==> config.mk <==
export PLATFORM = sky130hd
export DESIGN_NAME = btpc_front
export DESIGN_NICKNAME = d
export VERILOG_FILES = /design/src/btpc_pkg.sv /design/src/btpc_front.sv
export SDC_FILE = /design/constraint.sdc
export NUM_CORES = 1
export LEC_CHECK = 0
export BUFFER_PORTS_ARGS = -buffer_cell sky130_fd_sc_hd__buf_4
export CORE_UTILIZATION = 52
export CTS_CLUSTER_DIAMETER = 80
export DETAILED_ROUTE_END_ITERATION = 10
export PLACE_DENSITY = 0.8
export SYNTH_ARGS = -nofsm -noshare
export SYNTH_HDL_FRONTEND = slang
export SYNTH_SLANG_ARGS = --single-unit
==> constraint.sdc <==
create_clock -name clk -period 3.97 [get_ports clk]
set_clock_uncertainty 0.05 [all_clocks]
set_input_delay 0.1985 -clock clk [delete_from_list [all_inputs] [get_ports clk]]
set_output_delay 0.1985 -clock clk [all_outputs]
set_load 0.005 [all_outputs]
==> src/btpc_pkg.sv <==
// ----------------------------------------------------------------------------
// btpc_pkg
// Types and constants shared by the barometric compensation modules.
// ----------------------------------------------------------------------------
package btpc_pkg;

	localparam int RAW_W    = 20;
	localparam int ADDR_W   = 5;
	localparam int DATA_W   = 32;
	localparam int QDEPTH   = 2;
	localparam int QPTR_W   = $clog2(QDEPTH);
	localparam int QCNT_W   = $clog2(QDEPTH + 1);
	localparam int DIV_STAGES = 64;

	localparam logic [16:0] FINE_OFFSET = 17'd128000;
	localparam logic [11:0] DIV_SCALE   = 12'd3125;
	localparam logic [20:0] RAW_FULL    = 21'd1048576;
	localparam logic [31:0] ROUND_HALF  = 32'd128;
	localparam logic [63:0] OFFSET_47   = 64'h0000_8000_0000_0000;

	// register map, word index
	typedef enum logic [2:0] {
		REG_T1    = 3'd0,
		REG_T2_T3 = 3'd1,
		REG_P1    = 3'd2,
		REG_P2_P3 = 3'd3,
		REG_P4_P5 = 3'd4,
		REG_P6_P7 = 3'd5,
		REG_P8_P9 = 3'd6
	} reg_idx_t;

	typedef struct packed {
		logic [RAW_W-1:0] raw_pressure;
		logic [RAW_W-1:0] raw_temperature;
	} item_t;

	typedef struct packed {
		logic [15:0]        t1;
		logic signed [15:0] t2;
		logic signed [15:0] t3;
		logic [15:0]        p1;
		logic signed [15:0] p2;
		logic signed [15:0] p3;
		logic signed [15:0] p4;
		logic signed [15:0] p5;
		logic signed [15:0] p6;
		logic signed [15:0] p7;
		logic signed [15:0] p8;
		logic signed [15:0] p9;
	} cal_t;

	// side band riding along the divider
	typedef struct packed {
		logic signed [31:0] temp;
		logic               zero;
		logic               neg;
	} side_t;

endpackage

==> src/btpc_front.sv <==
// ----------------------------------------------------------------------------
// btpc_front
// Input side: accepts sample pairs into a short queue ahead of the datapath.
// ----------------------------------------------------------------------------
module btpc_front (
	input  logic             clk,
	input  logic             arst_n,
	input  logic             in_valid,
	output logic             in_ready,
	input  btpc_pkg::item_t  in_item,
	input  logic             take,
	output logic             head_valid,
	output btpc_pkg::item_t  head_item
);

	btpc_pkg::item_t                    mem_q [btpc_pkg::QDEPTH];
	logic [btpc_pkg::QPTR_W-1:0]        wr_ptr_q;
	logic [btpc_pkg::QPTR_W-1:0]        rd_ptr_q;
	logic [btpc_pkg::QCNT_W-1:0]        cnt_q;
	logic                               push;
	logic                               pop;

	assign in_ready   = (cnt_q != btpc_pkg::QCNT_W'(btpc_pkg::QDEPTH));
	assign head_valid = (cnt_q != '0);
	assign head_item  = mem_q[rd_ptr_q];
	assign push       = in_valid & in_ready;
	assign pop        = take & head_valid;

	// queue storage
	always_ff @(posedge clk) begin
		if (push) begin
			mem_q[wr_ptr_q] <= in_item;
		end
	end

	// pointers and fill count
	always_ff @(posedge clk or negedge arst_n) begin
		if (!arst_n) begin
			wr_ptr_q <= '0;
			rd_ptr_q <= '0;
			cnt_q    <= '0;
		end else begin
			if (push) begin
				wr_ptr_q <= (wr_ptr_q == btpc_pkg::QPTR_W'(btpc_pkg::QDEPTH - 1)) ?
					'0 : wr_ptr_q + 1'b1;
			end
			if (pop) begin
				rd_ptr_q <= (rd_ptr_q == btpc_pkg::QPTR_W'(btpc_pkg::QDEPTH - 1)) ?
					'0 : rd_ptr_q + 1'b1;
			end
			if (push && !pop) begin
				cnt_q <= cnt_q + 1'b1;
			end else if (pop && !push) begin
				cnt_q <= cnt_q - 1'b1;
			end
		end
	end

endmodule

==> results.sh <==
export IMPL_outcome="complete, no violations"
export IMPL_crit_required_ps=3720
export IMPL_rsz0062_at_grt="false"
export IMPL_path_max_fanout=27
export IMPL_fin_crit_sh=0.605
export IMPL_num_vias=1700
export IMPL_die_area_mm2=0.00664
export IMPL_htreeDepth=3
export IMPL_crit_chain="buf_4 -> mux2_4 -> buf_4"
export IMPL_powerDensity_mw_per_mm2=638
export IMPL_start_util=0.548
export IMPL_crit_slowest_cell="dfrtp_2"
export IMPL_critical_path_arrival_ps=2150
export IMPL_highest_layer="met4"
export IMPL_nets=321
export IMPL_path_clk_slew_ps=70
export IMPL_worst_slew_pin_slew_ps=1130
export IMPL_ir_worst_vdd_uv=589
export IMPL_met3WireLength_um=273
export IMPL_drtIter0Drc=37
export IMPL_rows=28
export IMPL_num_antenna_cells=0
export IMPL_n_fill_cell=371
export IMPL_grt_pass1_wl_um=7820
export IMPL_core_area_mm2=0.00599
export IMPL_grt_pass1_vias=1659
export IMPL_cp_start_kind="flop"
export IMPL_place_hpwl_um=3160
export IMPL_period_minus_slack_ps=2400
export IMPL_dr_wl_met2_um=2820
export IMPL_relSlewSlack=0.247
export IMPL_synth_area_per_cell_um2=23.0
export IMPL_hold_viol=0
export IMPL_cts_hold_buf=39
export IMPL_drv_slew=0
export IMPL_power_mw=2.90
export IMPL_cts_repair_resized=0
export IMPL_leakagePower_nw=1.84
export IMPL_layout_common_cells="buf_4 (86), edfxtp_1 (80), dlygate4sd3_1 (41)"
export IMPL_vias_per_cell=4.78
export IMPL_die_h_um=81.5
export IMPL_clk_latency_ps=330
export IMPL_syn_inst=143
export IMPL_wl_met1_um=2190
export IMPL_multi_input_area_um2=696
export IMPL_crit_family="flip-flops"
export IMPL_synth_area_mm2=0.00328
export IMPL_finalSetupViolations=0
export IMPL_grt_max_degree=41
export IMPL_final_common_cell="buf_4"
export IMPL_wl_per_cell_um=14.9
export IMPL_io_pins=86
export IMPL_fmax_ghz=0.417
export IMPL_cap_viol_max_count=0
export IMPL_syn_to_final_growth_pct=38.2
export IMPL_synth_nets=188
export IMPL_firstDrtPassIters=4
export IMPL_gp_congestion=0.666
export IMPL_max_stage_delay_ps=900
export IMPL_antenna_found_initial=0
export IMPL_overflow=0
export IMPL_routed_wl_um=5320
export IMPL_grt_usage=0.170
export IMPL_cts_sinks=84
export IMPL_ys_warn_count=0
export IMPL_die_width_um=81.5
export IMPL_ys_seq_area_frac=0.762
export IMPL_critPathKind="reg -> out"
export IMPL_cts_tree="built"
export IMPL_io_buffers=85
export IMPL_drc=0
export IMPL_setup_tns_ps=0
export IMPL_crit_path_frequent_cell="buf_4"
export IMPL_cp_end_kind="output pin"
export IMPL_ys_types=15
export IMPL_final_layout_size_suffix_gt1_frac=0.502
export IMPL_cts_buffers=9
export IMPL_cp_num_buf_inv=2
export IMPL_ant_nets=0
export IMPL_cts_setup_buffers=0
export IMPL_hp_class="in -> reg"
export IMPL_root_buffer="clkbuf_8"
export IMPL_clockBufferDepth=2
export IMPL_final_seq_area_mm2=0.00250
export IMPL_ys_ff_latch=84
==> flip-flops by register name (all words and copies together) (netlist names) <==
signal	flops
mem_q	80
cnt_q	2
rd_ptr_q	1
wr_ptr_q	1
==> cell usage after synthesis, drive strengths merged <==
cell type,number,area (um2)
buf,5,91.3
nor2,2,7.51
ha,1,12.5
xor2,2,17.5
nand2,2,7.51
edfxtp,80,2400
mux2,40,597
dfrtp,4,100
or2,1,6.26
and3,1,6.26
xnor2,3,26.3
nand2b,1,6.26
inv,1,3.75
==> routing by layer <==
layer	vias up	GRT usage
met4	0	0.0589
met5	-	0
li1	818	-
met2	59	0.296
met3	6	0.0533
met1	817	0.197
==> kinds of logic (layout without fill, tap and decap cells) <==
kind of cell               Yosys count  count (layout)  share of synthesized area
and+or+nand+nor                      7               7                     0.0103
buffers and inverters                6             144                     0.0290
adders and majority gates            1               1                    0.00381
xor gates and xnor gates             5               5                     0.0133
DFF                                 84              84                      0.762
muxes                               40              40                      0.182
==> worst reg2reg max path, cell delays in order (launching register included) <==
cell	delay, ps
dfrtp_1	420
nand2b_1	170
nand2_1	140
nor2_4	880
==> stage by stage <==
step | setup WS, ps | util | cell area (um2) | instances | hold WS (ps)
after global placement | 1880 | 0.658 | 3940 | 299 | -50.6
after detailed placement | 1890 | 0.658 | 3940 | 299 | -50.7
after global routing | 1470 | 0.758 | 4540 | 356 | 106
after floorplan | 1150 | - | 3280 | 143 | -147
after CTS | 1520 | 0.755 | 4520 | 354 | 0.540
final | 1570 | 0.758 | 4540 | 356 | 112
==> area by class of cell <==
| class | instances | share of cell area |
|---|---|---|
| Sequential cell | 84 | 0.551 |
| Timing Repair Buffer | 127 | 0.233 |
| Multi-Input combinational cell | 53 | 0.153 |
| Inverter | 1 | 0.000827 |
| Clock buffer | 14 | 0.0336 |
| Clock inverter | 2 | 0.00772 |
| Tap cell | 75 | 0.0207 |
==> report_power, final <==
group	internal, mW	switching [mW]
logic	0.623	0.348
registers	1.22	0.133
clock network	0.308	0.264
==> path summary, 6_finish.rpt <==
check / to / from / slack, ps / depth (start not counted)
min in group asynchronous: wr_ptr_q / arst_n / 150 / 2
max reg2reg: mem_q[0][37] / cnt_q[0] / 1930 / 3
max: head_item[7] / rd_ptr_q / 1570 / 3
min: rd_ptr_q / take / 110 / 3
min reg2reg: cnt_q[1] / cnt_q[1] / 470 / 1
max in group asynchronous: rd_ptr_q / arst_n / 3600 / 2
Power figures use the tool's default switching activity.
